<file path="src/rtl/tga_rle_pkg.sv">
// Shared types, codes and result packing for the TGA run-length pixel decoder.
package tga_rle_pkg;

	// Largest image the decoder accepts; a bigger total_pixels is clamped to it
	localparam int unsigned MaxPixels = 65536;

	localparam int PixCntW = 17;

	// Packet parser phases
	localparam logic [1:0] PH_HDR = 2'd0;
	localparam logic [1:0] PH_LIT = 2'd1;
	localparam logic [1:0] PH_RUN = 2'd2;

	// Configuration register indexes
	localparam logic [1:0] CFG_RLE_MODE  = 2'd0;
	localparam logic [1:0] CFG_FOUR_CH   = 2'd1;
	localparam logic [1:0] CFG_TOTAL_PIX = 2'd2;

	localparam logic [7:0] ALPHA_OPAQUE = 8'hFF;
	localparam logic [7:0] RUN_FLAG_BIT = 8'h80;

	typedef struct packed {
		logic [7:0]         red;
		logic [7:0]         green;
		logic [7:0]         blue;
		logic [7:0]         alpha;
		logic [15:0]        first_pixel;
		logic [PixCntW-1:0] repeat_res;
		logic               image_done;
	} result_t;

	// BGR(A) pixel word to an RGBA run record
	function automatic result_t make_result(logic [31:0] pix, logic four_ch,
			logic [PixCntW-1:0] first, logic [PixCntW-1:0] rep);
		result_t r;
		r.red         = pix[23:16];
		r.green       = pix[15:8];
		r.blue        = pix[7:0];
		r.alpha       = four_ch ? pix[31:24] : ALPHA_OPAQUE;
		r.first_pixel = first[15:0];
		r.repeat_res  = rep;
		r.image_done  = 1'b0;
		return r;
	endfunction

endpackage

</file>
<file path="src/rtl/tga_rle_pixel_decoder_core.sv">
// TGA run-length pixel decoder (24/32 bpp): payload bytes in, RGBA pixel runs out.
// A byte's results pass through the input register and then the result queue before they appear.
// Throughput: one byte per cycle, held by byte_stall when the four-entry result queue has under
// two entries free; an image's last byte may give two results, drained one per unstalled cycle.
// Reset: parser state, pixel count and queue are cleared; registers return to rle_mode=1,
// four_channels=0, total_pixels=1. Decode state also clears after every last_byte.
module tga_rle_pixel_decoder_core (
	input  logic        clk,
	input  logic        arst_n,
	// configuration writes
	input  logic        cfg_valid,
	output logic        cfg_ready,
	input  logic [1:0]  cfg_index,
	input  logic [16:0] cfg_data,
	// payload byte channel
	input  logic        byte_valid,
	output logic        byte_stall,
	input  logic [7:0]  data_byte,
	input  logic        last_byte,
	// pixel run channel
	output logic        pix_valid,
	input  logic        pix_stall,
	output logic [7:0]  red,
	output logic [7:0]  green,
	output logic [7:0]  blue,
	output logic [7:0]  alpha,
	output logic [15:0] first_pixel,
	output logic [16:0] repeat_res,
	output logic        image_done
);
	import tga_rle_pkg::*;

	localparam int QDepth = 4;
	localparam int QPtrW  = $clog2(QDepth);
	localparam int QCntW  = $clog2(QDepth + 1);

	// configuration registers
	logic               rle_mode_q;
	logic               four_channels_q;
	logic [PixCntW-1:0] total_pixels_q;

	// input register
	logic       valid_s1;
	logic [7:0] data_s1;
	logic       last_s1;

	// decode state
	logic [1:0]         phase_q;
	logic [9:0]         left_q;
	logic [7:0]         run_len_q;
	logic [1:0]         bip_q;
	logic [31:0]        pix_q;
	logic [PixCntW-1:0] done_q;

	// result queue
	result_t            q_mem [QDepth];
	logic [QPtrW-1:0]   wr_ptr_q;
	logic [QPtrW-1:0]   rd_ptr_q;
	logic [QCntW-1:0]   count_q;

	logic byte_acc;
	logic proc;
	logic pop;

	// next-state and result logic
	logic [1:0]         phase_d;
	logic [9:0]         left_d;
	logic [7:0]         run_len_d;
	logic [1:0]         bip_d;
	logic [31:0]        pix_d;
	logic [PixCntW-1:0] done_d;
	logic [PixCntW-1:0] total;
	logic               active;
	logic [31:0]        pix_or;
	logic [2:0]         bip_inc;
	logic               px_full;
	logic               proc_put;
	logic [PixCntW-1:0] proc_rep;
	logic [PixCntW-1:0] remaining;
	logic [PixCntW-1:0] run_ext;
	logic [7:0]         hdr_len;
	logic [PixCntW-1:0] done1;
	logic [PixCntW-1:0] done2;
	logic [PixCntW-1:0] done3;
	logic               part_put;
	logic               fill_put;
	logic [PixCntW-1:0] fill_rep;
	logic [1:0]         n_res;
	result_t            res_a;
	result_t            res_b;
	result_t            fill_res;

	assign cfg_ready = 1'b1;

	always_ff @(posedge clk or negedge arst_n) begin
		if (!arst_n) begin
			rle_mode_q      <= 1'b1;
			four_channels_q <= 1'b0;
			total_pixels_q  <= PixCntW'(1);
		end else if (cfg_valid && cfg_ready) begin
			unique case (cfg_index)
				CFG_RLE_MODE:  rle_mode_q      <= cfg_data[0];
				CFG_FOUR_CH:   four_channels_q <= cfg_data[0];
				CFG_TOTAL_PIX: total_pixels_q  <= cfg_data;
				default: ;
			endcase
		end
	end

	// The input register is processed once the queue has room for two results.
	assign proc       = valid_s1 && (count_q <= QCntW'(QDepth - 2));
	assign byte_stall = valid_s1 && !proc;
	assign byte_acc   = byte_valid && !byte_stall;

	always_ff @(posedge clk or negedge arst_n) begin
		if (!arst_n) begin
			valid_s1 <= 1'b0;
		end else if (byte_acc) begin
			valid_s1 <= 1'b1;
		end else if (proc) begin
			valid_s1 <= 1'b0;
		end
	end

	always_ff @(posedge clk) begin
		if (byte_acc) begin
			data_s1 <= data_byte;
			last_s1 <= last_byte;
		end
	end

	always_comb begin
		total = (32'(total_pixels_q) > 32'(MaxPixels)) ? PixCntW'(MaxPixels) : total_pixels_q;
		active = done_q < total;
		remaining = total - done_q;

		// colour byte lands in the lane picked by its position in the pixel
		pix_or  = pix_q | (32'(data_s1) << {bip_q, 3'b000});
		bip_inc = {1'b0, bip_q} + 3'd1;
		px_full = four_channels_q ? (bip_inc >= 3'd4) : (bip_inc >= 3'd3);

		run_ext = PixCntW'(run_len_q);
		hdr_len = {1'b0, data_s1[6:0]} + 8'd1;

		phase_d   = phase_q;
		left_d    = left_q;
		run_len_d = run_len_q;
		bip_d     = bip_q;
		pix_d     = pix_q;
		proc_put  = 1'b0;
		proc_rep  = PixCntW'(1);

		if (active) begin
			if (!rle_mode_q || phase_q == PH_LIT || phase_q == PH_RUN) begin
				bip_d = px_full ? 2'd0 : bip_inc[1:0];
				pix_d = px_full ? 32'd0 : pix_or;
				proc_put = px_full && (!rle_mode_q || phase_q == PH_LIT);
			end
			if (rle_mode_q) begin
				unique case (phase_q)
					PH_LIT: begin
						if (left_q != 10'd0) begin
							left_d = left_q - 10'd1;
						end
						if (left_q <= 10'd1) begin
							phase_d = PH_HDR;
						end
					end
					PH_RUN: begin
						if (px_full) begin
							// clip the run to what is still missing
							proc_rep = (run_ext > remaining) ? remaining : run_ext;
							if (proc_rep == '0) begin
								proc_rep = PixCntW'(1);
							end
							proc_put = 1'b1;
							phase_d  = PH_HDR;
						end
					end
					default: begin
						run_len_d = hdr_len;
						bip_d     = 2'd0;
						pix_d     = 32'd0;
						if ((data_s1 & RUN_FLAG_BIT) != 8'd0) begin
							phase_d = PH_RUN;
						end else begin
							phase_d = PH_LIT;
							// literal bytes = pixels times channel count
							left_d = four_channels_q ? {hdr_len, 2'b00}
								: (10'(hdr_len) + {1'b0, hdr_len, 1'b0});
						end
					end
				endcase
			end
		end

		done1 = proc_put ? (done_q + proc_rep) : done_q;

		// last byte: zero-padded partial pixel, then one zero fill run
		part_put = last_s1 && (done1 < total) && (!rle_mode_q || phase_d == PH_LIT)
			&& (bip_d != 2'd0);
		done2    = part_put ? (done1 + PixCntW'(1)) : done1;
		fill_put = last_s1 && (done2 < total);
		fill_rep = total - done2;
		done3    = fill_put ? total : done2;

		fill_res = make_result(32'd0, four_channels_q, done2, fill_rep);
		if (proc_put) begin
			res_a = make_result(pix_or, four_channels_q, done_q, proc_rep);
		end else if (part_put) begin
			res_a = make_result(pix_d, four_channels_q, done1, PixCntW'(1));
		end else begin
			res_a = fill_res;
		end
		res_b = fill_res;

		n_res = 2'(proc_put) + 2'(part_put) + 2'(fill_put);
		if (n_res == 2'd1) begin
			res_a.image_done = done3 >= total;
		end
		if (n_res == 2'd2) begin
			res_b.image_done = done3 >= total;
		end

		done_d = done3;
		if (last_s1) begin
			phase_d   = PH_HDR;
			left_d    = 10'd0;
			run_len_d = 8'd0;
			bip_d     = 2'd0;
			pix_d     = 32'd0;
			done_d    = '0;
		end
	end

	always_ff @(posedge clk or negedge arst_n) begin
		if (!arst_n) begin
			phase_q   <= PH_HDR;
			left_q    <= 10'd0;
			run_len_q <= 8'd0;
			bip_q     <= 2'd0;
			pix_q     <= 32'd0;
			done_q    <= '0;
		end else if (proc) begin
			phase_q   <= phase_d;
			left_q    <= left_d;
			run_len_q <= run_len_d;
			bip_q     <= bip_d;
			pix_q     <= pix_d;
			done_q    <= done_d;
		end
	end

	// result queue: up to two pushes, one pop per cycle
	assign pop = pix_valid && !pix_stall;

	always_ff @(posedge clk) begin
		if (proc) begin
			if (n_res != 2'd0) begin
				q_mem[wr_ptr_q] <= res_a;
			end
			if (n_res == 2'd2) begin
				q_mem[wr_ptr_q + QPtrW'(1)] <= res_b;
			end
		end
	end

	always_ff @(posedge clk or negedge arst_n) begin
		if (!arst_n) begin
			wr_ptr_q <= '0;
			rd_ptr_q <= '0;
			count_q  <= '0;
		end else begin
			if (proc) begin
				wr_ptr_q <= wr_ptr_q + QPtrW'(n_res);
			end
			if (pop) begin
				rd_ptr_q <= rd_ptr_q + QPtrW'(1);
			end
			count_q <= count_q + (proc ? QCntW'(n_res) : '0) - QCntW'(pop);
		end
	end

	assign pix_valid   = count_q != '0;
	assign red         = q_mem[rd_ptr_q].red;
	assign green       = q_mem[rd_ptr_q].green;
	assign blue        = q_mem[rd_ptr_q].blue;
	assign alpha       = q_mem[rd_ptr_q].alpha;
	assign first_pixel = q_mem[rd_ptr_q].first_pixel;
	assign repeat_res  = q_mem[rd_ptr_q].repeat_res;
	assign image_done  = q_mem[rd_ptr_q].image_done;

endmodule
</file>
<file path="config.mk">
export PLATFORM = sky130hd
export DESIGN_NAME = tga_rle_pixel_decoder_core
export DESIGN_NICKNAME = d
export VERILOG_FILES = /design/src/rtl/tga_rle_pkg.sv /design/src/rtl/tga_rle_pixel_decoder_core.sv
export SDC_FILE = /design/constraint.sdc
export NUM_CORES = 1
export LEC_CHECK = 0
export BUFFER_PORTS_ARGS = -buffer_cell sky130_fd_sc_hd__clkbuf_2
export CORE_MARGIN = 4
export CORE_UTILIZATION = 58
export DETAILED_ROUTE_END_ITERATION = 10
export GPL_TIMING_DRIVEN = 0
export HOLD_SLACK_MARGIN = 0.15
export PLACE_DENSITY = 0.76
export SYNTH_ARGS = -nofsm -noshare
export SYNTH_HDL_FRONTEND = slang
export SYNTH_SLANG_ARGS = --single-unit
</file>
<file path="constraint.sdc">
create_clock -name clk -period 19.2 [get_ports clk]
set_clock_uncertainty 0.1 [all_clocks]
set_input_delay 0.96 -clock clk [delete_from_list [all_inputs] [get_ports clk]]
set_output_delay 0.96 -clock clk [all_outputs]
set_load 0.02 [all_outputs]
</file>
## Word level (Yosys, flattened, before mapping)

Memories as Yosys holds them, arrays and structs flattened.
Index checks and enable logic that the tools add are counted.
W data, S select, Z words.

- Logic and storage cells: 148
- Output and inout bits: 69
- Input port bits: 33
- Bits in writable memories: 264
- Latch bits: 0
- Memory bits (read-only): 0
- Register bits: 107
- Memories: 1

Memories:

| memory | words | bits a word | rd ports | clocked after Yosys merged registers in | wr ports | RTL line | text |
|---|---|---|---|---|---|---|---|
| q_mem | 4 | 66 | 1 | 0 | 2 | tga_rle_pixel_decoder_core.sv:56 | `result_t q_mem [QDepth];` |

- Reductions and logical operators: 31
- Equal/unequal tests: 11
- Shift operators: 1
- Div/mod/pow operators: 0
- Add/sub/neg operators: 15
- Order comparisons: 10
- $mul: 0
- Bitwise gates (word level): 1
- Multiplexer cells: 63

Operators with widths:

| operator | number |
|---|---|
| $mux W32 | 6 |
| $mux W17 | 11 |
| $mux W66 | 2 |
| $mux W10 | 6 |
| $mux W8 | 7 |
| $lt A17 B17 Y1 | 3 |
| $sub A17 B17 Y17 | 2 |
| $or A32 B32 Y32 | 1 |
| $shl A8 B5 Y32 | 1 |
| $mux W2 | 13 |
| $pmux W10 S2 | 1 |
| $add A17 B1 Y17 const B | 1 |
| $add A17 B17 Y17 | 1 |
| $ge A17 B17 Y1 | 1 |
| $gt A17 B17 Y1 const B | 1 |
| $gt A8 B17 Y1 | 1 |
| $logic_not A17 Y1 | 1 |
| $mux W1 | 16 |
| $add A8 B9 Y10 | 1 |
| $le A10 B1 Y1 const B | 1 |
| $reduce_bool A10 Y1 | 1 |
| $reduce_bool A2 Y1 | 5 |
| $sub A10 B1 Y10 const B | 1 |
| $logic_and A1 B1 Y1 | 9 |
| other kinds (26) | 39 |

## Longest topological paths before layout

Gate-level depths: netlist (run 1).

- Depth after elaboration: 25
- Mapped depth: 76
- Mapped depth without buffers: 73

## Worst setup path before layout (run 1)

OpenSTA, ideal clock, no wires.

- Kind: reg-to-reg
- From: register total_pixels_q[16]
- To: memory q_mem[1][0] (netlist bit), enable pin
- Clock period less this slack: 14.489 ns
- Setup time: 0.396 ns
- Path buffers: 6
- Slack: 4.711 ns
- Required time: 18.704 ns
- Stages on the path, launching flop included: 64
- Arrival: 13.993 ns
- Path through: dfrtp_1 clkbuf_1 nor2b_1 ha_1 nor2b_1 o21ai_0 a211o_1 nand2_1 a21o_1 a21o_1 xor2_1 inv_1 ha_1 nand3_1 o21ai_0 o2111ai_1 a2111oi_0 nand2_1 [... 28 more ...] inv_1 ha_1 nand3_1 nor2_1 and3_1 nand3_1 mux2_2 nor4_1 a21oi_4 buf_4 buf_2 fa_1 or2_2 clkbuf_1 nor3_1 nor2_1 clkbuf_1 inv_1

RTL lines:

| element | RTL line | text |
|---|---|---|
| from (decl) | tga_rle_pixel_decoder_core.sv:40 | `logic [PixCntW-1:0] total_pixels_q;` |
| from (signal assigned) | tga_rle_pixel_decoder_core.sv:99 | `total_pixels_q <= PixCntW'(1);` |
| from (signal assigned) | tga_rle_pixel_decoder_core.sv:104 | `CFG_TOTAL_PIX: total_pixels_q <= cfg_data;` |
| to (decl) | tga_rle_pixel_decoder_core.sv:56 |  |

==> flow_metrics.py, run 1 <==
metrics = {
    "status": {
        "status": "complete, no violations",
    },
    "sta": {
        "setup_viol": 0,
        "period_share_pct": 95.0,
        "finalHoldViolCount": 0,
        "finalSetupTns_ns": 0,
        "fin_crit_ns": 18.25,
        "tightest_slew_ns": 1.21,
        "rsz0062_at_grt": "no",
        "drv_slew": 0,
        "setup_ws_ns": 0.955,
        "fmax_mhz": 54.8,
        "slew-limit-headroom_pct": 19.5,
    },
    "worst_setup_path": {
        "setup.worst_path.end_class": "flip-flop",
        "cpPeakStageDelay_ns": 0.71,
        "critPathMaxFanout": 36,
        "crit_slowest_cell": "a2111oi_1",
        "crit_family": "compound AO/OA/AOI/OAI gates",
        "arrival_ns": 18.42,
        "crit_type": "flip-flop to flip-flop",
        "worstPathRequired_ns": 19.38,
        "crit_path_start_kind": "flip-flop",
        "critPathBufInv": 14,
    },
    "final_layout": {
        "diodes": 0,
        "syn_to_final_growth_pct": 12.2,
        "final_cell_area_um2": 23300,
        "nNetsFinal": 2276,
        "multi_input_area_um2": 10300,
        "regArea_um2": 9690,
        "utilization_pct": 65.8,
        "drive_gt1_share_pct": 14.2,
        "fillers": 2757,
    },
    "placement": {
        "routabilityCongestion": 0.952,
        "dp_slack_ns": 0.915,
        "dp_hpwl_um": 44000,
        "io_buffers": 100,
        "place_area_um2": 22000,
    },
    "power": {
        "power_density_nw_per_um2": 177,
        "leakagePower_nw": 9.25,
        "ir_drop_mv": 0.140,
    },
    "die": {
        "core.rowCount": 69,
        "start_util_pct": 58.7,
        "ios": 102,
        "core_um2": 35500,
        "die-area_um2": 39000,
        "die_w_um": 197,
        "fp.dieH_um": 197,
    },
    "synth": {
        "synth_area_per_cell_um2": 10.5,
        "synthArstFlopShare_pct": 26.4,
        "synth_top_cell_by_area": "edfxtp_1",
        "netlist_area_um2": 20800,
        "ys_ff_latch": 371,
        "synth_top_area_share_pct": 25.5,
        "yosysWarnings": 0,
        "synth_edf_count": 177,
        "synthTopCellsByArea": "edfxtp_1 26%, dfrtp_1 12%, dfxtp_1 9.2%, mux4_2 7.1%, ha_1 6.3%",
        "synth_cells": 1981,
        "synthFlopType": "edfxtp_1",
        "ys_types": 89,
        "synth-seq-area-share_pct": 46.6,
    },
    "drt": {
        "num_vias": 17200,
        "drt_iter0_drc": 2134,
        "wl_per_cell_um": 23.1,
        "via_per_inst": 6.54,
        "drtPass1Iterations": 6,
        "wirelength_um": 60500,
        "drc": 0,
        "final_antenna_net_count": 0,
    },
    "clock_network": {
        "hold_buffers": 0,
        "clockRootBuffer": "clkbuf_16",
        "clk_latency_ns": 0.57,
        "cts_max_level": 2,
        "cts_tree": "built",
        "cts_sinks": 371,
        "clk_pin_slew_ns": 0.06,
        "cts_buffer_depth": 3,
        "cts_inserted_buffers": 40,
    },
    "global_routing": {
        "antenna_found_initial": 0,
        "grt_usage_pct": 30.5,
        "grt_overflow": 0,
        "grt_max_degree": 99,
        "grt_pass1_wl_um": 93200,
        "grt_pass1_vias": 16500,
    },
    "job": {
        "drv_cap": 0,
    },
    "hold_path": {
        "hp-class": "primary input to asynchronous set/reset pin",
    },
}
## path summary, 6_finish.rpt
check / start / endpoint / slack, ns / cells after the start
min: arst_n / total_pixels_q[14] / 0.37 / 1
min in group clk: q_mem[2][50] / q_mem[2][50] / 0.38 / 1
min reg2reg: q_mem[2][50] / q_mem[2][50] / 0.38 / 1
max: total_pixels_q[16] / q_mem[1][30] / 0.95 / 65
max in group asynchronous: arst_n / wr_ptr_q[0] / 18.01 / 1
max reg2reg: total_pixels_q[16] / q_mem[1][30] / 0.95 / 65
## routing by layer
metal  track usage, %  vias up  routed length (um)
met3             5.56      117                6600
met5                0        -                   0
met1             44.7     8359               24900
met2             46.7      977               27400
met4             9.14        0                1600
li1                 -     7712                   -
## cells in the final DEF, fill, tap and decap left out, types with 9 or more instances in the layout
master,synthesis,final
a31oi_1,11,11
a21o_1,27,27
buf_1,14,14
o21ai_0,121,121
nand2_1,130,130
inv_1,100,96
o31ai_1,12,12
clkbuf_16,0,43
a22o_1,100,100
mux2i_1,15,15
mux2_2,22,22
edfxtp_1,177,177
or3_1,17,17
nand2b_1,19,19
a211o_1,10,10
xor2_1,27,27
nor2_1,188,186
xnor2_1,45,43
dfxtp_1,96,96
a21oi_1,148,148
nand3_1,21,21
o22ai_1,88,88
ha_1,104,104
dfrtp_1,96,96
nor2b_1,20,20
clkbuf_1,94,105
mux4_2,66,66
o221a_2,9,9
o21a_1,9,9
nor4_1,12,12
clkbuf_2,0,99
nor3_1,34,33
nand4_1,13,13
conb_1,2,9
## registers in the layout (all words and copies together) (netlist names)
signal,cells
pix_q,32
phase_q,2
rle_mode_q,1
count_q,3
last_s1,1
done_q,17
run_len_q,8
valid_s1,1
total_pixels_q,17
rd_ptr_q,2
data_s1,8
bip_q,2
q_mem,264
left_q,10
wr_ptr_q,2
four_channels_q,1
## through the flow
step | std cells | total power (W) | hold slack, ns
floorplan | 1988 | 0.00268 | 0.344
global placement | 2549 | 0.00325 | 0.356
detailed placement | 2553 | 0.00331 | 0.359
CTS | 2626 | 0.00409 | 0.377
finish | 2626 | 0.00414 | 0.370
global route | 2626 | 0.00438 | 0.388
## layout make-up
type / count / share of cell area, %
buffer: 118 / 2.00
clock buffer: 58 / 5.02
clock inverter: 15 / 0.616
inverter: 103 / 1.66
multi-input combinational: 1396 / 44.2
sequential: 371 / 41.5
tap: 461 / 2.47
timing repair buffer: 104 / 2.52
## worst reg2reg max path: cells and delay by family (launching register included)
kind | cells | cell delay, ns
and+or+nand+nor | 15 | 3.56
adders and majority gates | 9 | 3.22
muxes | 1 | 0.28
AOI/OAI and AO/OA | 23 | 6.10
DFF | 1 | 0.48
xor gates and xnor gates | 3 | 0.57
buffers and inverters | 14 | 3.61
## synth_stat cells (5+ instances only)
cell,n
a21boi_0,5
buf_1,14
nand3_1,21
edfxtp_1,177
or3_1,17
a21oi_1,148
a31oi_1,11
or2_2,7
mux2_2,22
o221a_2,9
nand4_1,13
mux4_2,66
a22o_1,100
a211oi_1,6
xor2_1,27
fa_1,5
and2_1,7
buf_2,7
nor2_1,188
a211o_1,10
ha_1,104
o21a_1,9
nor4_1,12
and3_1,6
o211ai_1,7
clkbuf_1,94
nor3_1,34
nor2b_1,20
dfxtp_1,96
o31ai_1,12
o21bai_1,5
dfrtp_1,96
o21ai_0,121
o22ai_1,88
xnor2_1,45
nand2b_1,19
inv_1,100
nand2_1,130
a21o_1,27
o21ai_1,5
mux2i_1,15
## cell families after synthesis
group | count (synthesis) | share of synthesized area, %
simple gates | 496 | 11.0
mux | 103 | 9.05
xor+xnor | 72 | 3.03
buf+inv | 221 | 4.10
fa+ha+maj | 111 | 6.83
flops | 371 | 46.6
other cells | 2 | 0.0361
compound gates | 605 | 19.4
## power breakdown
part	leakage (nW)	switching, W	total [W]	internal (W)
clock network	0.646	0.000321	0.000774	0.000453
logic	4.89	0.00144	0.00224	0.000793
registers	3.71	0.000103	0.00113	0.00103
total	9.25	0.00187	0.00414	0.00227
## what timing repair did
| action | CTS | global route |
|---|---|---|
| setup buffers | 0 | 0 |
| setup endpoints to repair | 0 | 173 |
| resized for setup | 0 | 6 |
Note: power is estimated with default switching activity, not from simulation.
==> run 2, diff against run 1 <==
Settings changed: CTS_BUF_LIST from default to sky130_fd_sc_hd__clkbuf_4 sky130_fd_sc_hd__clkbuf_8.
==> flow_metrics.py, run 2 (synthesis gave the netlist of run 1 again) <==
metrics = {
    "worst_setup_path": {
        "crit_type": "flip-flop to flip-flop",
        "setup.worst_path.end_class": "flip-flop",
        "crit_slowest_cell": "fa_1",
        "r2r_start": "total_pixels_q[16]",
        "cpPeakStageDelay_ns": 0.71,
        "worstPathRequired_ns": 19.48,
        "ff2ff_path_depth": 67,
        "critPathMaxFanout": 31,
        "arrival_ns": 18.31,
        "r2r_end": "q_mem[3][15]",
        "reg2reg_slack_ns": 1.18,
        "crit_path_start_kind": "flip-flop",
    },
    "global_routing": {
        "use_met2_pct": 46.8,
        "grt_max_degree": 99,
        "grt_pass1_vias": 16600,
        "gr-usage-met3_pct": 5.27,
        "antenna_found_initial": 0,
        "grt_usage_pct": 30.5,
        "top_usage_layer": "met2",
        "grt_pass1_wl_um": 93300,
        "grt_overflow": 0,
        "gr-usage-met1_pct": 45.1,
    },
    "drt": {
        "drc": 0,
        "wirelength_um": 60600,
        "drtPass1Iterations": 5,
        "drt_iter0_drc": 2115,
        "final_antenna_net_count": 0,
        "num_vias": 17300,
        "via_per_inst": 6.49,
        "wl_per_cell_um": 22.7,
    },
    "power": {
        "leakagePower_nw": 9.28,
        "combPwrFrac_pct": 54.5,
        "p_sw_w": 0.00187,
        "netSwitchingFraction_pct": 45.7,
        "p_clk_share_pct": 17.9,
        "power_density_nw_per_um2": 176,
        "p_seq_share_pct": 27.6,
        "intPower_w": 0.00223,
        "total_power_w": 0.00410,
        "ir_drop_mv": 0.138,
    },
    "job": {
        "drv_cap": 0,
    },
    "clock_network": {
        "cts_max_level": 2,
        "cts_tree": "built",
        "cts_inserted_buffers": 60,
        "clk_latency_ns": 0.68,
        "cts_sinks": 371,
        "cts_buffer_depth": 3,
        "clk_pin_slew_ns": 0.06,
        "clockRootBuffer": "clkbuf_8",
        "hold_buffers": 0,
    },
    "final_layout": {
        "multi_input_area_um2": 10300,
        "final_common_cell": "nor2_1",
        "final_cell_mix": "187 x nor2_1, 177 x edfxtp_1, 148 x a21oi_1",
        "diodes": 0,
        "syn_to_final_growth_pct": 12.1,
        "regArea_um2": 9690,
        "largest_register_ff_count": 264,
        "layout.cells.non_filler": 2666,
        "nNetsFinal": 2296,
        "top_regs": "q_mem x264, pix_q x32",
        "drive_gt1_share_pct": 15.7,
        "regMostFlops": "q_mem",
        "fillers": 2787,
    },
    "sta": {
        "fmax_mhz": 55.5,
        "slew-limit-headroom_pct": 25.3,
        "tightest_slew_ns": 1.12,
        "fin_crit_ns": 18.02,
        "rsz0062_at_grt": "no",
        "setup_viol": 0,
        "period_share_pct": 93.9,
        "holdWs_ns": 0.270,
        "drv_slew": 0,
        "finalSetupTns_ns": 0,
        "finalHoldViolCount": 0,
    },
    "placement": {
        "dp_hpwl_um": 44000,
        "routabilityCongestion": 0.952,
        "io_buffers": 100,
        "placed_cells": 2553,
    },
    "die": {
        "fp.dieH_um": 197,
        "die-area_um2": 39000,
        "die_w_um": 197,
        "start_util_pct": 58.7,
        "core_um2": 35500,
        "ios": 102,
        "core.rowCount": 69,
    },
    "hold_path": {
        "hp-class": "primary input to asynchronous set/reset pin",
    },
    "status": {
        "status": "complete, no violations",
    },
}
run 2: cell count changes in the layout (fill, tap and decap cells not counted), moves of 5 or more:
cell       delta
clkbuf_1     -11
clkbuf_16    -43
clkbuf_4     +12
clkbuf_8     +61
clkinv_1     +12
clkinv_2      +5
run 2: repair_timing:
action	4_1_cts	5_1_grt
setup endpoints to repair	0	171
setup buffers	0	0
gates resized for setup	0	6
run 2: how the worst max path moves through the flow:
stage,to,cells after the start,from,slack (ns)
after floorplan,q_mem[1][0],63,total_pixels_q[16],4.71
after global placement,q_mem[1][15],65,total_pixels_q[16],0.12
after detailed placement,q_mem[1][15],67,total_pixels_q[16],0.92
after CTS,q_mem[1][15],67,total_pixels_q[16],0.80
after global routing,q_mem[3][17],65,total_pixels_q[16],0.17
final,q_mem[3][15],67,total_pixels_q[16],1.18
run 2: critical path, delay by kind of cell, from the launching register on:
kind | cells | cell delay [ns]
AO/OA/AOI/OAI | 22 | 5.29
multiplexers | 1 | 0.28
buffers and inverters | 14 | 3.55
flip-flops | 1 | 0.48
XOR/XNOR | 3 | 1.00
AND/OR/NAND/NOR | 18 | 3.79
adder cells (fa/ha/maj) | 9 | 3.21
run 2: final cells by class:
type                            instances  area share, %
Buffer                                118           2.00
Tap cell                              461           2.47
Clock inverter                         36           1.31
Clock buffer                           77           4.22
Multi-Input combinational cell       1396           44.3
Inverter                              103           1.66
Timing Repair Buffer                  104           2.53
Sequential cell                       371           41.5
run 2: per-stage QoR:
stage | setup slack (ns) | utilization, % | cell area (um^2)
global placement | 0.116 | 61.8 | 21900
finish | 1.18 | 65.7 | 23300
detailed placement | 0.915 | 62.0 | 22000
CTS | 0.803 | 65.7 | 23300
floorplan | 4.71 | - | 20800
global route | 0.173 | 65.7 | 23300
run 2: power groups by stage:
stage / sequential [W] / combinational [W] / clock [W]
2_1_floorplan: 0.00111 / 0.00157 / 0
3_3_place_gp: 0.00114 / 0.00212 / 0
3_5_place_dp: 0.00114 / 0.00217 / 0
4_1_cts: 0.00113 / 0.00218 / 0.000742
5_1_grt: 0.00115 / 0.00242 / 0.000784
6_report: 0.00113 / 0.00223 / 0.000735
run 2: layer usage:
layer  wire length, um  part of all wire (%)
met1             25400                    42
met2             27100                    45
met3              6410                    11
met4              1630                   2.7
met5                 0                     0
